<file path="src/design/hwt_pkg.sv">
// ----------------------------------------------------------------------------
// hwt_pkg: heartbeat watchdog table package
// Types, codes and sizing constants shared by the watchdog table modules.
// ----------------------------------------------------------------------------
package hwt_pkg;

   localparam int MONITOR_SLOTS = 8;
   localparam int SLOT_IDX_W    = (MONITOR_SLOTS > 1) ? $clog2(MONITOR_SLOTS) : 1;
   localparam int SLOT_CNT_W    = $clog2(MONITOR_SLOTS + 1);

   localparam logic [1:0] MODE_REGISTER  = 2'd0;
   localparam logic [1:0] MODE_HEARTBEAT = 2'd1;
   localparam logic [1:0] MODE_CHECK     = 2'd2;

   typedef enum logic [1:0] {
      OP_REGISTER  = 2'd0,
      OP_HEARTBEAT = 2'd1,
      OP_CHECK     = 2'd2
   } op_type;

   typedef struct packed {
      logic [1:0]  mode;
      logic [7:0]  source_id;
      logic [31:0] time_value;
      logic [31:0] timeout_length;
   } req_item_type;

   typedef struct packed {
      logic [7:0]  failed_source;
      logic [31:0] last_seen;
      logic [31:0] timeout_used;
      logic        last_of_run;
   } rsp_item_type;

   typedef struct packed {
      op_type      op;
      logic [7:0]  source_id;
      logic [31:0] time_value;
      logic [31:0] timeout_length;
   } cmd_type;

   typedef struct packed {
      logic [SLOT_CNT_W-1:0] used;
      logic                  idle;
   } back_status_type;

endpackage

</file>
<file path="src/design/hwt_if.sv">
// ----------------------------------------------------------------------------
// hwt_if: heartbeat watchdog table channels
// Valid/ready channels for request items and timeout result items.
// ----------------------------------------------------------------------------
interface hwt_req_if import hwt_pkg::*; ();
   logic         valid;
   logic         ready;
   req_item_type payload;

   modport source (output valid, output payload, input ready);
   modport sink   (input valid, input payload, output ready);
endinterface

interface hwt_rsp_if import hwt_pkg::*; ();
   logic         valid;
   logic         ready;
   rsp_item_type payload;

   modport source (output valid, output payload, input ready);
   modport sink   (input valid, input payload, output ready);
endinterface

</file>
<file path="src/design/hwt_front.sv">
// ----------------------------------------------------------------------------
// hwt_front: request intake
// Accepts request items, decodes the mode and registers one command.
// ----------------------------------------------------------------------------
module hwt_front import hwt_pkg::*; (
   input  logic       clock,
   input  logic       reset,
   hwt_req_if.sink    req_ch,
   output logic       cmd_valid,
   output cmd_type    cmd,
   input  logic       cmd_ready
);

   logic    fe_valid_ff, fe_valid_in;
   cmd_type fe_cmd_ff, fe_cmd_in;
   logic    accept;
   logic    mode_ok;
   op_type  op_dec;

   assign req_ch.ready = !fe_valid_ff || cmd_ready;
   assign accept       = req_ch.valid && req_ch.ready;
   assign cmd_valid    = fe_valid_ff;
   assign cmd          = fe_cmd_ff;

   always_comb begin
      mode_ok = 1'b1;
      op_dec  = OP_REGISTER;
      unique case (req_ch.payload.mode)
         MODE_REGISTER:  op_dec = OP_REGISTER;
         MODE_HEARTBEAT: op_dec = OP_HEARTBEAT;
         MODE_CHECK:     op_dec = OP_CHECK;
         default:        mode_ok = 1'b0;
      endcase
   end

   always_comb begin
      fe_valid_in = fe_valid_ff;
      fe_cmd_in   = fe_cmd_ff;
      if (fe_valid_ff && cmd_ready) begin
         fe_valid_in = 1'b0;
      end
      // drop items with an unused mode
      if (accept) begin
         fe_valid_in              = mode_ok;
         fe_cmd_in.op             = op_dec;
         fe_cmd_in.source_id      = req_ch.payload.source_id;
         fe_cmd_in.time_value     = req_ch.payload.time_value;
         fe_cmd_in.timeout_length = req_ch.payload.timeout_length;
      end
   end

   always_ff @(posedge clock) begin
      if (reset) begin
         fe_valid_ff <= 1'b0;
      end else begin
         fe_valid_ff <= fe_valid_in;
      end
      fe_cmd_ff <= fe_cmd_in;
   end

endmodule

</file>
<file path="src/design/hwt_queue.sv">
// ----------------------------------------------------------------------------
// hwt_queue: command queue
// Two-entry queue of decoded commands between intake and table engine.
// ----------------------------------------------------------------------------
module hwt_queue import hwt_pkg::*; (
   input  logic    clock,
   input  logic    reset,
   input  logic    push_valid,
   input  cmd_type push_cmd,
   output logic    push_ready,
   output logic    pop_valid,
   output cmd_type pop_cmd,
   input  logic    pop
);

   localparam int QDEPTH = 2;
   localparam int QPTR_W = 1;
   localparam int QCNT_W = 2;

   cmd_type             q_mem [QDEPTH];
   logic [QPTR_W-1:0]   wr_ptr_ff, wr_ptr_in;
   logic [QPTR_W-1:0]   rd_ptr_ff, rd_ptr_in;
   logic [QCNT_W-1:0]   count_ff, count_in;
   logic                do_push;
   logic                do_pop;

   assign push_ready = (count_ff != QCNT_W'(QDEPTH));
   assign pop_valid  = (count_ff != '0);
   assign pop_cmd    = q_mem[rd_ptr_ff];
   assign do_push    = push_valid && push_ready;
   assign do_pop     = pop && pop_valid;

   always_comb begin
      wr_ptr_in = do_push ? wr_ptr_ff + QPTR_W'(1) : wr_ptr_ff;
      rd_ptr_in = do_pop  ? rd_ptr_ff + QPTR_W'(1) : rd_ptr_ff;
      count_in  = count_ff;
      if (do_push && !do_pop) begin
         count_in = count_ff + QCNT_W'(1);
      end else if (do_pop && !do_push) begin
         count_in = count_ff - QCNT_W'(1);
      end
   end

   always_ff @(posedge clock) begin
      if (reset) begin
         wr_ptr_ff <= '0;
         rd_ptr_ff <= '0;
         count_ff  <= '0;
      end else begin
         wr_ptr_ff <= wr_ptr_in;
         rd_ptr_ff <= rd_ptr_in;
         count_ff  <= count_in;
      end
   end

   always_ff @(posedge clock) begin
      if (do_push) begin
         q_mem[wr_ptr_ff] <= push_cmd;
      end
   end

endmodule

</file>
<file path="src/design/hwt_back.sv">
// ----------------------------------------------------------------------------
// hwt_back: table engine
// Holds the slot table, runs register, heartbeat search and timeout scan,
// and drives the result register.
// ----------------------------------------------------------------------------
module hwt_back import hwt_pkg::*; (
   input  logic            clock,
   input  logic            reset,
   input  logic            q_valid,
   input  cmd_type         q_cmd,
   output logic            q_pop,
   hwt_rsp_if.source       rsp_ch,
   output back_status_type status
);

   typedef enum logic [3:0] {
      ST_IDLE  = 4'b0001,
      ST_READ  = 4'b0010,
      ST_EVAL  = 4'b0100,
      ST_FLUSH = 4'b1000
   } state_type;

   logic [7:0]  slot_src_mem [MONITOR_SLOTS];
   logic [31:0] slot_ls_mem  [MONITOR_SLOTS];
   logic [31:0] slot_tmo_mem [MONITOR_SLOTS];

   state_type             state_ff, state_in;
   cmd_type               cur_ff, cur_in;
   logic [SLOT_IDX_W-1:0] idx_ff, idx_in;
   logic [SLOT_CNT_W-1:0] used_ff, used_in;
   logic                  pend_valid_ff, pend_valid_in;
   rsp_item_type          pend_ff, pend_in;
   logic                  out_valid_ff, out_valid_in;
   rsp_item_type          out_ff, out_in;
   logic [7:0]            rd_src_ff;
   logic [31:0]           rd_ls_ff;
   logic [31:0]           rd_tmo_ff;

   logic                  wr_slot;
   logic                  wr_hb;
   logic                  out_free;
   logic                  last_slot;
   logic                  timed_out;
   logic [31:0]           elapsed;
   rsp_item_type          new_res;

   assign rsp_ch.valid   = out_valid_ff;
   assign rsp_ch.payload = out_ff;
   assign status.used    = used_ff;
   assign status.idle    = (state_ff == ST_IDLE);

   assign out_free  = !out_valid_ff || rsp_ch.ready;
   assign last_slot = ((SLOT_CNT_W'(idx_ff) + SLOT_CNT_W'(1)) == used_ff);
   assign elapsed   = cur_ff.time_value - rd_ls_ff;
   assign timed_out = (elapsed > rd_tmo_ff);

   always_comb begin
      new_res.failed_source = rd_src_ff;
      new_res.last_seen     = rd_ls_ff;
      new_res.timeout_used  = rd_tmo_ff;
      new_res.last_of_run   = 1'b0;
   end

   always_comb begin
      state_in      = state_ff;
      cur_in        = cur_ff;
      idx_in        = idx_ff;
      used_in       = used_ff;
      pend_valid_in = pend_valid_ff;
      pend_in       = pend_ff;
      out_valid_in  = out_valid_ff;
      out_in        = out_ff;
      q_pop         = 1'b0;
      wr_slot       = 1'b0;
      wr_hb         = 1'b0;

      if (out_valid_ff && rsp_ch.ready) begin
         out_valid_in = 1'b0;
      end

      unique case (state_ff)
         ST_IDLE: begin
            if (q_valid) begin
               q_pop  = 1'b1;
               cur_in = q_cmd;
               idx_in = '0;
               unique case (q_cmd.op)
                  OP_REGISTER: begin
                     if (used_ff < SLOT_CNT_W'(MONITOR_SLOTS)) begin
                        wr_slot = 1'b1;
                        used_in = used_ff + SLOT_CNT_W'(1);
                     end
                  end
                  OP_HEARTBEAT, OP_CHECK: begin
                     if (used_ff != '0) begin
                        state_in = ST_READ;
                     end
                  end
                  default: ;
               endcase
            end
         end
         ST_READ: begin
            state_in = ST_EVAL;
         end
         ST_EVAL: begin
            unique case (cur_ff.op)
               OP_HEARTBEAT: begin
                  if (rd_src_ff == cur_ff.source_id) begin
                     wr_hb    = 1'b1;
                     state_in = ST_IDLE;
                  end else if (last_slot) begin
                     state_in = ST_IDLE;
                  end else begin
                     idx_in   = idx_ff + SLOT_IDX_W'(1);
                     state_in = ST_READ;
                  end
               end
               OP_CHECK: begin
                  // hold while a pending result cannot move to the output
                  if (!(timed_out && pend_valid_ff && !out_free)) begin
                     if (timed_out) begin
                        if (pend_valid_ff) begin
                           out_in       = pend_ff;
                           out_valid_in = 1'b1;
                        end
                        pend_in       = new_res;
                        pend_valid_in = 1'b1;
                     end
                     if (last_slot) begin
                        state_in = ST_FLUSH;
                     end else begin
                        idx_in   = idx_ff + SLOT_IDX_W'(1);
                        state_in = ST_READ;
                     end
                  end
               end
               default: begin
                  state_in = ST_IDLE;
               end
            endcase
         end
         ST_FLUSH: begin
            if (!pend_valid_ff) begin
               state_in = ST_IDLE;
            end else if (out_free) begin
               out_in             = pend_ff;
               out_in.last_of_run = 1'b1;
               out_valid_in       = 1'b1;
               pend_valid_in      = 1'b0;
               state_in           = ST_IDLE;
            end
         end
         default: begin
            state_in = ST_IDLE;
         end
      endcase
   end

   always_ff @(posedge clock) begin
      if (reset) begin
         state_ff      <= ST_IDLE;
         used_ff       <= '0;
         pend_valid_ff <= 1'b0;
         out_valid_ff  <= 1'b0;
      end else begin
         state_ff      <= state_in;
         used_ff       <= used_in;
         pend_valid_ff <= pend_valid_in;
         out_valid_ff  <= out_valid_in;
      end
      cur_ff  <= cur_in;
      idx_ff  <= idx_in;
      pend_ff <= pend_in;
      out_ff  <= out_in;
   end

   always_ff @(posedge clock) begin
      if (wr_slot) begin
         slot_src_mem[used_ff[SLOT_IDX_W-1:0]] <= q_cmd.source_id;
         slot_ls_mem[used_ff[SLOT_IDX_W-1:0]]  <= q_cmd.time_value;
         slot_tmo_mem[used_ff[SLOT_IDX_W-1:0]] <= q_cmd.timeout_length;
      end else if (wr_hb) begin
         slot_ls_mem[idx_ff] <= cur_ff.time_value;
      end
   end

   always_ff @(posedge clock) begin
      if (state_ff == ST_READ) begin
         rd_src_ff <= slot_src_mem[idx_ff];
         rd_ls_ff  <= slot_ls_mem[idx_ff];
         rd_tmo_ff <= slot_tmo_mem[idx_ff];
      end
   end

endmodule

</file>
<file path="src/design/heartbeat_watchdog_table.sv">
// ----------------------------------------------------------------------------
// heartbeat_watchdog_table: multi-source heartbeat watchdog
// Keeps a table of monitored sources and reports those that went silent.
// ----------------------------------------------------------------------------
// Usage:
//   req_ch carries request items: mode 0 registers a source with its timeout,
//   mode 1 refreshes the last-seen time of the first slot with that id,
//   mode 2 checks every filled slot against the given current time. Mode 3
//   items are taken and dropped.
//   rsp_ch carries one item per timed-out slot of a check, in slot order;
//   the final item of a check has last_of_run set. A check with no timeout
//   gives no item.
//   Flow: an item passes the intake register and a two-entry queue, then
//   the table engine reads each slot from its slot memory in a read state
//   and weighs it in an evaluate state. A register item is written from the
//   idle state; a heartbeat or check visits the filled slots in order. A
//   result waits in a pending register until the next timed-out slot is
//   found or the scan ends.
//   Reset empties the table, the queue and the result register.
//   When rsp_ch stalls, the engine holds mid-scan once a timed-out slot finds
//   the result and pending registers full; intake takes items until the
//   queue and the intake register fill.
// ----------------------------------------------------------------------------
module heartbeat_watchdog_table import hwt_pkg::*; (
   input  logic      clock,
   input  logic      reset,
   hwt_req_if.sink   req_ch,
   hwt_rsp_if.source rsp_ch
);

   logic            fe_valid;
   cmd_type         fe_cmd;
   logic            fe_ready;
   logic            q_valid;
   cmd_type         q_cmd;
   logic            q_pop;
   back_status_type be_status;

   hwt_front u_front (
      .clock     (clock),
      .reset     (reset),
      .req_ch    (req_ch),
      .cmd_valid (fe_valid),
      .cmd       (fe_cmd),
      .cmd_ready (fe_ready)
   );

   hwt_queue u_queue (
      .clock      (clock),
      .reset      (reset),
      .push_valid (fe_valid),
      .push_cmd   (fe_cmd),
      .push_ready (fe_ready),
      .pop_valid  (q_valid),
      .pop_cmd    (q_cmd),
      .pop        (q_pop)
   );

   hwt_back u_back (
      .clock   (clock),
      .reset   (reset),
      .q_valid (q_valid),
      .q_cmd   (q_cmd),
      .q_pop   (q_pop),
      .rsp_ch  (rsp_ch),
      .status  (be_status)
   );

`ifndef ASSERT_OFF
   a_used_bound: assert property (@(posedge clock) disable iff (reset)
      be_status.used <= SLOT_CNT_W'(MONITOR_SLOTS))
      else $error("slot count beyond table size");

   a_used_step: assert property (@(posedge clock) disable iff (reset)
      !$past(reset) |-> (be_status.used == $past(be_status.used)) ||
                        (be_status.used == $past(be_status.used) + SLOT_CNT_W'(1)))
      else $error("slot count moved by other than one");

   a_pop_idle: assert property (@(posedge clock) disable iff (reset)
      q_pop |-> q_valid && be_status.idle)
      else $error("queue popped while empty or engine busy");
`endif

endmodule
</file>
<file path="src/flat_wrapper.sv">
// flat-port wrapper written by rule: the top's interface ports become plain ports
module heartbeat_watchdog_table_flat import hwt_pkg::*;
  (clock, reset, req_ch_valid, req_ch_payload, req_ch_ready, rsp_ch_valid, rsp_ch_payload, rsp_ch_ready);
  hwt_req_if req_ch_i ();
  hwt_rsp_if rsp_ch_i ();
  input  logic clock;
  input  logic reset;
  input wire logic [$bits(req_ch_i.valid)-1:0] req_ch_valid;
  input wire logic [$bits(req_ch_i.payload)-1:0] req_ch_payload;
  output wire logic [$bits(req_ch_i.ready)-1:0] req_ch_ready;
  output wire logic [$bits(rsp_ch_i.valid)-1:0] rsp_ch_valid;
  output wire logic [$bits(rsp_ch_i.payload)-1:0] rsp_ch_payload;
  input wire logic [$bits(rsp_ch_i.ready)-1:0] rsp_ch_ready;
  assign req_ch_i.valid = req_ch_valid;
  assign req_ch_i.payload = req_ch_payload;
  assign req_ch_ready = req_ch_i.ready;
  assign rsp_ch_valid = rsp_ch_i.valid;
  assign rsp_ch_payload = rsp_ch_i.payload;
  assign rsp_ch_i.ready = rsp_ch_ready;
  heartbeat_watchdog_table u_core (.clock(clock), .reset(reset), .req_ch(req_ch_i), .rsp_ch(rsp_ch_i));
endmodule
</file>
<file path="config.mk">
export PLATFORM = sky130hd
export DESIGN_NAME = heartbeat_watchdog_table_flat
export DESIGN_NICKNAME = d
export VERILOG_FILES = /design/src/design/hwt_pkg.sv /design/src/design/hwt_if.sv /design/src/design/hwt_front.sv /design/src/design/hwt_queue.sv /design/src/design/hwt_back.sv /design/src/design/heartbeat_watchdog_table.sv /design/src/flat_wrapper.sv
export SDC_FILE = /design/constraint.sdc
export NUM_CORES = 1
export LEC_CHECK = 0
export ABC_AREA = 1
export BUFFER_PORTS_ARGS = -buffer_cell sky130_fd_sc_hd__buf_2
export CORE_ASPECT_RATIO = 2
export CORE_MARGIN = 4
export CORE_UTILIZATION = 45
export CTS_CLUSTER_SIZE = 14
export DETAILED_ROUTE_END_ITERATION = 10
export PLACE_DENSITY = 0.58
export SETUP_SLACK_MARGIN = 0.15
export SLEW_MARGIN = 20
export SYNTH_ARGS = -nofsm -noshare
export SYNTH_HDL_FRONTEND = slang
export SYNTH_SLANG_ARGS = --single-unit
export TNS_END_PERCENT = 100
</file>
<file path="constraint.sdc">
create_clock -name clock -period 8.1 [get_ports clock]
set_input_delay 1.215 -clock clock [delete_from_list [all_inputs] [get_ports clock]]
set_output_delay 1.215 -clock clock [all_outputs]
set_load 0.05 [all_outputs]
</file>
==> qor.yml, run 1 <==
syn_to_final_growth_pct: 11.8
root_buffer: "clkbuf_16"
cts_inserted_buffers: 94
dp_slack_ps: 2810
clkSlewWorstSetupHoldPaths_ps: 60
synth_edf_count: 1060
status: "finished clean"
drc: 0
sw_frac_of_total_pct: 32.7
cap_violations: 0
yosys-top-cells-count: "edfxtp_1 (1060), nor2_1 (579), o21ai_0 (323), inv_1 (152), nand2_1 (133)"
peakVddDrop_uv: 184
p_comb_share_pct: 27.3
start_kind: "flip-flop"
setup_violations: 0
synth-seq-cells: 1076
max_freq_mhz: 190
hold_violations: 0
vias: 23800
clock_latency_ps: 700
drt_iter0_markers: 1569
p_leak_nw: 16.0
ys_seq_area_share_pct: 76.7
power_density_mw_per_mm2: 330
synth.most_common_cell: "edfxtp_1"
skew_ps: 37.0
min_path_type: "flip-flop to flip-flop"
syn_inst: 2915
dr.pass1.iters: 5
gp_congestion: 0.894
coreArea_mm2: 0.0925
initial_core_util_pct: 45.3
rows: 158
pwr-share-seq_pct: 45.3
syn-cell-area_mm2: 0.0419
diodes: 0
yosys_warnings: 0
drtAntennaViolNets: 0
slowest_delay_ps: 820
maxSlewHeadroom_pct: 33.1
end_kind: "flip-flop"
die_h_um: 440
grt_setup_unrepaired: "false"
grt_first_pass_wirelength_um: 148000
routed_via_density: 5.48
cp.arrival_ps: 5610
die_x_um: 224
grt-ovfl-total: 0
fin_ws_ps: 2840
p_int_w: 0.0104
synth_area_leaders: "edfxtp_1 (76%), nor2_1 (5.2%), o21ai_0 (3.9%), ha_1 (2.1%), mux2_2 (2.0%)"
routed_wirelength_um: 100000
portBuffers: 152
synth_top_area_cell: "edfxtp_1"
grt_pass1_vias: 24500
syn_area_per_cell_um2: 14.4
antenna_found_initial: 0
layout-drive-gt1-share_pct: 13.8
cts_sinks: 1076
slew_viol_final: 0
cts-resized-gates: 0
crit_required_ps: 8450
cpMostUsedCell: "nand2_1"
post-cts-setup-buffers: 0
synth.top_cell.area_share_pct: 75.9
fin_setup_tns_ps: 0
path_cells: "inv_1, ha_1, inv_1, fa_1, nand3_1, nand2_1, a21boi_2, inv_1, nand3_1, o211ai_1, nand2_1, nand2_1, xor2_1, ha_1, nand2_1, nor2_1, nand2_1, nor4_2, nand2_1, nand2_1, nand3_1, a21oi_4, buf_12"
fin_crit_sh_pct: 64.9
cts_max_path_buffers: 3
hold_buffers: 0
synthArstFlopShare_pct: 0
die_area_mm2: 0.0984
path_delay_family: "simple AND/OR/NAND/NOR gates"
routedWlPerCell_um: 23.1
fin_nets: 3228
synthDistinctLibCells: 51
syn_nets: 3064
grt_start_max_net_pins: 149
slowest_stage: "a21oi_4"
dp_hpwl_um: 60900
cts_tree: "built"
worst_slew_pin_slew_ps: 1000
stdcell_count: 4345
total_power_w: 0.0154
ios: 153
crit_fanout: 54
clkPwrFrac_pct: 27.5
htree_levels: 3
fin_crit_ps: 5260
grtUsageTotal_pct: 20.1
critical_path_buf_inv_count: 4
crit_type: "flip-flop to flip-flop"
switchingPower_w: 0.00505
place_inst: 4183
ys.flop_type: "edfxtp_1"
## cell families (layout without fill, tap and decap cells)
logic type,count (synthesis),after routing,synth area share (%)
buffers and inverters,282,512,2.81
multiplexers,103,103,2.77
AND/OR/NAND/NOR,780,780,7.45
adder cells (fa/ha/maj),71,71,2.14
AO/OA/AOI/OAI,568,568,7.41
flip-flops,1076,1076,76.7
XOR/XNOR,35,35,0.731
## worst register-to-register path: cells and delay by family (launching register included)
family / cells / cell delay (ps)
xor gates and xnor gates: 1 / 170
AOI/OAI and AO/OA: 3 / 1310
adders and majority gates: 3 / 820
DFF: 1 / 360
buffers and inverters: 4 / 650
and+or+nand+nor: 12 / 1540
## sequential cells by signal (all words and copies together), names as in the netlist, 2 cells and up, named ones only
name	flops
u_core.u_back.rd_tmo_ff	32
u_core.u_back.rd_ls_ff	32
u_core.u_queue.q_mem	148
u_core.u_back.rd_src_ff	8
u_core.u_back.slot_ls_mem	256
u_core.u_back.cur_ff	42
u_core.u_back.pend_ff	72
u_core.u_queue.count_ff	2
u_core.u_front.cmd	74
u_core.u_back.idx_ff	3
u_core.u_back.used_ff	4
u_core.u_back.rsp_ch.payload	73
u_core.u_back.slot_tmo_mem	256
u_core.u_back.state_ff	4
u_core.u_back.slot_src_mem	64
## layout make-up
class                           instances  area [um^2]
Sequential cell                      1076        32200
Fill cell                            7765        45700
Clock inverter                         32          272
Clock buffer                          130         2570
Multi-Input combinational cell       1557         8690
Timing Repair Buffer                  190         1070
Tap cell                             1200         1500
Inverter                              160          612
## worst paths after layout
check | slack [ps] | startpoint | depth (start not counted) | endpoint
hold reg to reg | 420 | u_core.u_back.pend_ff[3] | 0 | u_core.u_back.rsp_ch.payload[3]
hold / removal | 420 | u_core.u_back.pend_ff[3] | 0 | u_core.u_back.rsp_ch.payload[3]
setup / recovery | 2840 | u_core.u_back.cur_ff[32] | 23 | u_core.u_back.rsp_ch.payload[23]
setup reg to reg | 2840 | u_core.u_back.cur_ff[32] | 23 | u_core.u_back.rsp_ch.payload[23]
## placed cells by master, fill, tap and decap left out, drive strengths merged, types with 24 or more instances in the layout
master and n:
o22ai 74, nor2 585, clkinv 24, o21ai 326, mux2 103, a31oi 78
nand3 32, buf 190, ha 70, a21oi 69, inv 165, clkbuf 130
nand2 134, edfxtp 1060
## per-stage QoR
| step | utilization (%) | instance area [um^2] | hold WS, ps |
|---|---|---|---|
| after global placement | 47.6 | 44000 | 402 |
| after global routing | 50.7 | 46900 | 425 |
| after detailed placement | 47.6 | 44000 | 406 |
| final | 50.7 | 46900 | 417 |
| after floorplan | - | 41900 | 400 |
| after CTS | 50.7 | 46900 | 411 |
## power by group through the flow
stage	Combinational (W)	Sequential (W)	Clock (W)
6_report	0.00421	0.00699	0.00425
3_5_place_dp	0.00424	0.00711	0
5_1_grt	0.00469	0.00702	0.00458
3_3_place_gp	0.00411	0.00709	0
2_1_floorplan	0.00303	0.00702	0
4_1_cts	0.00425	0.00699	0.00437
## layer usage
metal	GRT usage (%)	routed length (um)
met3	3.13	4200
met4	8.67	4410
met1	22.4	37200
met2	37.8	54700
met5	0	0
No activity file was read; power rests on OpenSTA's default activity.
==> inputs of run 2 (changes only) <==
--- a/config.mk
+++ b/config.mk
@@ -12,7 +12,7 @@
 export CORE_UTILIZATION = 45
 export CTS_CLUSTER_SIZE = 14
 export DETAILED_ROUTE_END_ITERATION = 10
-export PLACE_DENSITY = 0.58
+export PLACE_DENSITY = 0.6
 export SETUP_SLACK_MARGIN = 0.15
 export SLEW_MARGIN = 20
 export SYNTH_ARGS = -nofsm -noshare
==> constraint.sdc (replaced) <==
create_clock -name clock -period 4.5 [get_ports clock]
set_input_delay 0.675 -clock clock [delete_from_list [all_inputs] [get_ports clock]]
set_output_delay 0.675 -clock clock [all_outputs]
set_load 0.05 [all_outputs]
==> run 2 against run 1 <==
Clock skew down 16 ps. Flip-flop and latch count unchanged. Fmax up 25%. Critical path depth down 3. Utilization up 1.2 points.
==> qor.yml, run 2 (same netlist as run 1, synthesis figures left out) <==
status: "finished clean"
grt-ovfl-total: 0  # unchanged
fin_crit_sh_pct: 93.6  # +29 points
pwr-share-seq_pct: 43.9  # -1.4 points
coreArea_mm2: 0.0925  # unchanged
drt_iter0_markers: 1698  # +8.2%
portBuffers: 152  # unchanged
finish.utilization_pct: 51.8  # +1.2 points
max_freq_mhz: 237  # +25%
antenna_found_initial: 1  # +1
p_int_w: 0.0192  # +84%
cp.arrival_ps: 4620  # -990 ps
root_buffer: "clkbuf_16"
maxSlewHeadroom_pct: 32.8  # -0.27 points
cap_violations: 0  # unchanged
die_h_um: 440  # unchanged
dr.pass1.iters: 6  # +1
min_path_type: "input pin to flip-flop"
drtAntennaViolNets: 0  # unchanged
routedWlPerCell_um: 23.5  # +1.8%
grt_use_met1_pct: 21.6  # -0.80 points
layout-drive-gt1-share_pct: 17.1  # +3.3 points
fin_crit_ps: 4210  # -1050 ps
fin_ws_ps: 289  # -2550 ps
p_comb_share_pct: 28.8  # +1.5 points
clkPwrFrac_pct: 27.3  # -0.2 points
switchingPower_w: 0.00935  # +85%
die_area_mm2: 0.0984  # unchanged
skew_ps: 21.1  # -16.0 ps
gp_congestion: 0.882  # -1.3%
end_kind: "flip-flop"
grt_pass1_vias: 24500  # -0.053%
dpl-instance-area_mm2: 0.0445  # +1.1%
cts_sinks: 1076  # unchanged
worst_slew_pin_slew_ps: 1010  # +4.05 ps
htree_levels: 3  # unchanged
setup_violations: 0  # unchanged
crit_type: "flip-flop to flip-flop"
ios: 153  # unchanged
clkSlewWorstSetupHoldPaths_ps: 60  # about the same
start_kind: "flip-flop"
cts_tree: "built"
die_x_um: 224  # unchanged
met2_usage_pct: 39.4  # +1.7 points
grt_busiest_layer: "met2"
grtUsageTotal_pct: 20.7  # +0.56 points
rows: 158  # unchanged
grt_first_pass_wirelength_um: 151000  # +2.0%
dp_hpwl_um: 64700  # +6.2%
use_met3_pct: 2.71  # -0.41 points
routed_wirelength_um: 103000  # +3.0%
final_area_mm2: 0.0479  # +2.3%
grt_setup_unrepaired: "true"
p_leak_nw: 16.4  # +2.6%
routed_via_density: 5.42  # -1.1%
fill_cells: 7592  # -2.2%
cts_inserted_buffers: 95  # +1.1%
dp_slack_ps: -43.6  # -2860 ps
cts_max_path_buffers: 3  # unchanged
power_density_mw_per_mm2: 595  # +81%
peakVddDrop_uv: 510  # +180%
vias: 23800  # +0.029%
sw_frac_of_total_pct: 32.8  # +0.087 points
fin_nets: 3280  # +1.6%
drc: 0  # unchanged
crit_fanout: 7  # -87%
hold_buffers: 0  # unchanged
slew_viol_final: 0  # unchanged
initial_core_util_pct: 45.3  # unchanged
crit_required_ps: 4910  # -3540 ps
final_cell_mix: "edfxtp_1 (1060), nor2_1 (562), o21ai_0 (318)"
clock_latency_ps: 690  # about the same
final_common_cell: "edfxtp_1"
syn_to_final_growth_pct: 14.4
hold_violations: 0  # unchanged
grt_start_max_net_pins: 154  # +3.4%
fin_setup_tns_ps: 0  # unchanged
run 2: cell count changes in the layout (fill, tap and decap cells not counted), moves of 5 or more:
cell      before  now
a21oi_1       67   52
buf_6          0    7
buf_4         36   60
nand2_2        0   11
buf_12         2   18
nand3_1       29   22
ha_1          70   63
nand3_2        2    7
nand2_1      133  121
o21ai_0      323  318
a21oi_2        1   12
clkbuf_1      30   25
run 2: repair_timing:
item	CTS	global route
resized for setup	3	75
gates cloned	0	4
pin swaps	0	11
endpoints found under the setup margin	137	137
buffers inserted	0	11
run 2: area by class of cell:
type	instances	area [um^2]	area share, %
Timing Repair Buffer	241	1750	3.65
Inverter	160	611	1.27
Clock buffer	125	2550	5.32
Multi-Input combinational cell	1557	9000	18.8
Clock inverter	36	368	0.767
Tap cell	1200	1500	3.13
Antenna cell	1	2.50	0.00522
Sequential cell	1076	32200	67.1
run 2: worst paths after layout:
check	startpoint	end	slack, ps	depth (start not counted)
setup / recovery	u_core.u_back.cur_ff[34]	u_core.u_back.rsp_ch.payload[52]	290	20
hold / removal	req_ch_payload[15]	u_core.u_front.cmd[15]	160	1
setup reg to reg	u_core.u_back.cur_ff[34]	u_core.u_back.rsp_ch.payload[52]	290	20
hold reg to reg	u_core.u_back.pend_ff[72]	u_core.u_back.rsp_ch.payload[72]	420	0
run 2: power by group through the flow:
stage / Combinational, W / Sequential [W] / Clock (W)
CTS: 0.00795 / 0.0125 / 0.00798
global placement: 0.00768 / 0.0127 / 0
global route: 0.00912 / 0.0126 / 0.00836
floorplan: 0.00548 / 0.0126 / 0
finish: 0.00823 / 0.0125 / 0.00778
detailed placement: 0.00789 / 0.0127 / 0
run 2: per-layer routing:
layer | vias to the layer above | part of all wire, % | wire length, um
li1 | 11100 | - | -
met1 | 11900 | 34 | 35400
met2 | 657 | 55 | 57200
met3 | 206 | 3.9 | 4030
met4 | 0 | 6.6 | 6840
met5 | - | 0 | 0
run 2: stage by stage:
step	hold slack, ps	instances	power, W
6_report	163	4396	0.0285
4_1_cts	93.1	4380	0.0284
2_1_floorplan	400	2915	0.0181
5_1_grt	122	4395	0.0301
3_3_place_gp	402	4219	0.0204
3_5_place_dp	409	4219	0.0206
run 2: worst max-delay path, stage by stage (launching register included):
cell       delay (ps)
edfxtp_1          410
ha_1              380
a21oi_1           140
nand2_1           160
nand2_1           110
nand2_2           120
a21oi_4           280
buf_4             170
nor2_1             40
nor2_1            160
xnor2_1           100
ha_1              300
nand4_1           120
nor4_2            230
buf_4             190
nand2_2            50
nand2_2            90
nand3_4            90
a21oi_4           350
clkbuf_16         270
buf_4             150
==> inputs of run 3 (changes only) <==
==> constraint.sdc (replaced) <==
create_clock -name clock -period 4.5 [get_ports clock]
set_input_delay 0.225 -clock clock [delete_from_list [all_inputs] [get_ports clock]]
set_output_delay 0.225 -clock clock [all_outputs]
set_load 0.05 [all_outputs]
==> run 3 against run 2 <==
Critical path depth rose by 1. Sequential share of layout area fell by 1.1 points. Final cell count is 1.8% higher. Non-clock buffer count is 81 higher. Utilization increased by 0.85 points. Sequential power about the same. Combinational power shrank 1%. Worst setup slack worse by 59 ps. Flip-flop and latch count is the same. Largest cell class unchanged.
==> qor.yml, run 3 (same netlist as run 1, synthesis figures left out) <==
maxSlewHeadroom_pct: 32.7  # -0.15 points
min_path_type: "input pin to flip-flop"
antenna_found_initial: 0  # -1
cts_inserted_buffers: 95  # unchanged
clock_latency_ps: 690  # about the same
fin_nets: 3361  # +2.5%
fin_crit_sh_pct: 94.9  # +1.3 points
fill_cells: 7583  # -0.12%
grt-ovfl-total: 0  # unchanged
die_h_um: 440  # unchanged
p_int_w: 0.0192  # +0.26%
vias: 24100  # +1.2%
max_freq_mhz: 234  # -1.4%
final_area_mm2: 0.0487  # +1.6%
setup_violations: 0  # unchanged
drtAntennaViolNets: 0  # unchanged
p_comb_share_pct: 28.5  # -0.3 points
die_area_mm2: 0.0984  # unchanged
power_density_mw_per_mm2: 586  # -1.4%
fin_crit_ps: 4270  # +58.9 ps
initial_core_util_pct: 45.3  # unchanged
worst_slew_pin_slew_ps: 1010  # +2.25 ps
cap_violations: 0  # unchanged
htree_levels: 3  # unchanged
ios: 153  # unchanged
routedWlPerCell_um: 23.4  # -0.67%
cts_tree: "built"
dr.pass1.iters: 5  # -1
end_kind: "flip-flop"
fin_setup_tns_ps: 0  # unchanged
cts_max_path_buffers: 3  # unchanged
grt_setup_unrepaired: "true"
crit_type: "flip-flop to flip-flop"
crit_required_ps: 4890  # -20 ps
crit_fanout: 12  # +5
seq_area_mm2: 0.0322  # unchanged
dp_hpwl_um: 64800  # +0.11%
place_inst: 4219  # unchanged
switchingPower_w: 0.00935  # about the same
rows: 158  # unchanged
skew_ps: 21.8  # +0.781 ps
routed_wirelength_um: 105000  # +1.1%
root_buffer: "clkbuf_16"
start_kind: "flip-flop"
routed_via_density: 5.38  # -0.64%
syn_to_final_growth_pct: 16.2
stdcell_count: 4476  # +1.8%
hold_violations: 0  # unchanged
final_common_cell: "edfxtp_1"
cts_sinks: 1076  # unchanged
multi_input_area_mm2: 0.00887  # -1.5%
dpl-instance-area_mm2: 0.0445  # unchanged
drc: 0  # unchanged
clkPwrFrac_pct: 27.7  # +0.4 points
portBuffers: 152  # unchanged
sw_frac_of_total_pct: 32.7  # -0.061 points
grt_start_max_net_pins: 154  # unchanged
coreArea_mm2: 0.0925  # unchanged
diodes: 0  # -1
final_cell_mix: "edfxtp_1 (1060), nor2_1 (564), o21ai_0 (320)"
slew_viol_final: 0  # unchanged
p_leak_nw: 16.8  # +2.2%
cp.arrival_ps: 4660  # +40 ps
drt_iter0_markers: 1639  # -3.5%
fin_ws_ps: 230  # -58.9 ps
status: "finished clean"
layout-drive-gt1-share_pct: 16.1  # -1.0 points
grt_first_pass_wirelength_um: 153000  # +1.3%
clkSlewWorstSetupHoldPaths_ps: 60  # about the same
grt_pass1_vias: 24800  # +1.3%
pwr-share-seq_pct: 43.8  # about the same
peakVddDrop_uv: 596  # +17%
dp_slack_ps: -79.7  # -36.1 ps
die_x_um: 224  # unchanged
gp_congestion: 0.884  # +0.16%
grtUsageTotal_pct: 21.0  # +0.28 points
-- run 3: cell types whose count changed in the layout (fill, tap and decap cells not counted), moves of 4 or more --
cell and change:
dlygate4sd3_1 +80, a21oi_2 -9, a21oi_1 +10, buf_8 +4
buf_4 -6
-- run 3: per-layer routing --
layer / track usage, % / part of all wire, % / up-vias
li1: - / - / 11200
met1: 21.7 / 34 / 12000
met4: 12.4 / 6.9 / 0
met3: 2.47 / 4.0 / 217
met2: 40.1 / 55 / 680
met5: 0 / 0 / -
-- run 3: final cells by class --
type / count / share of cell area [%]
clock inverter: 39 / 0.909
timing repair buffer: 322 / 5.40
multi-input combinational: 1557 / 18.2
tap: 1200 / 3.08
inverter: 160 / 1.25
sequential: 1076 / 66.0
clock buffer: 122 / 5.17
-- run 3: power by group through the flow --
stage	Sequential, W	Combinational, W	Clock (W)
floorplan	0.0126	0.00548	0
global placement	0.0127	0.00768	0
detailed placement	0.0127	0.00790	0
CTS	0.0125	0.00801	0.00811
global route	0.0126	0.00901	0.00851
finish	0.0125	0.00814	0.00792
-- run 3: path summary, 6_finish.rpt --
kind                                                 from  cells after the start  slack [ps]                               end
worst max-delay path             u_core.u_back.cur_ff[34]                     21         230         u_core.u_back.pend_ff[56]
worst min register to register  u_core.u_back.pend_ff[65]                      0         410  u_core.u_back.rsp_ch.payload[65]
worst min-delay path                   req_ch_payload[20]                      2         240            u_core.u_front.cmd[20]
worst max register to register   u_core.u_back.cur_ff[34]                     21         230         u_core.u_back.pend_ff[56]
-- run 3: critical path, stage by stage (launching register included) --
cell	delay (ps)
edfxtp_1	400
ha_1	390
a21oi_1	160
nand2_1	170
a21oi_4	240
inv_1	90
a21oi_1	200
o21ai_1	140
xor2_1	160
ha_1	310
nand2_1	80
nor2_2	170
nand2_1	110
nor4_2	250
buf_4	190
nand2_2	60
nand2_2	90
nand3_4	90
buf_4	160
nor2_4	100
buf_12	180
clkbuf_16	190
-- run 3: repair_timing --
| action | in CTS | in global routing |
|---|---|---|
| gates resized for setup | 3 | 54 |
| hold buffers | 80 | 0 |
| pin swaps | 0 | 15 |
| setup endpoints to repair | 146 | 147 |
| gates cloned | 0 | 5 |
| setup buffers | 0 | 12 |
| endpoints found under the hold margin | 81 | 0 |
-- run 3: stage by stage --
step | util (%) | power, W | hold slack (ps)
floorplan | - | 0.0181 | 324
global placement | 48.1 | 0.0204 | 402
detailed placement | 48.1 | 0.0206 | 403
CTS | 52.2 | 0.0286 | 168
global route | 52.7 | 0.0301 | 212
finish | 52.7 | 0.0286 | 242
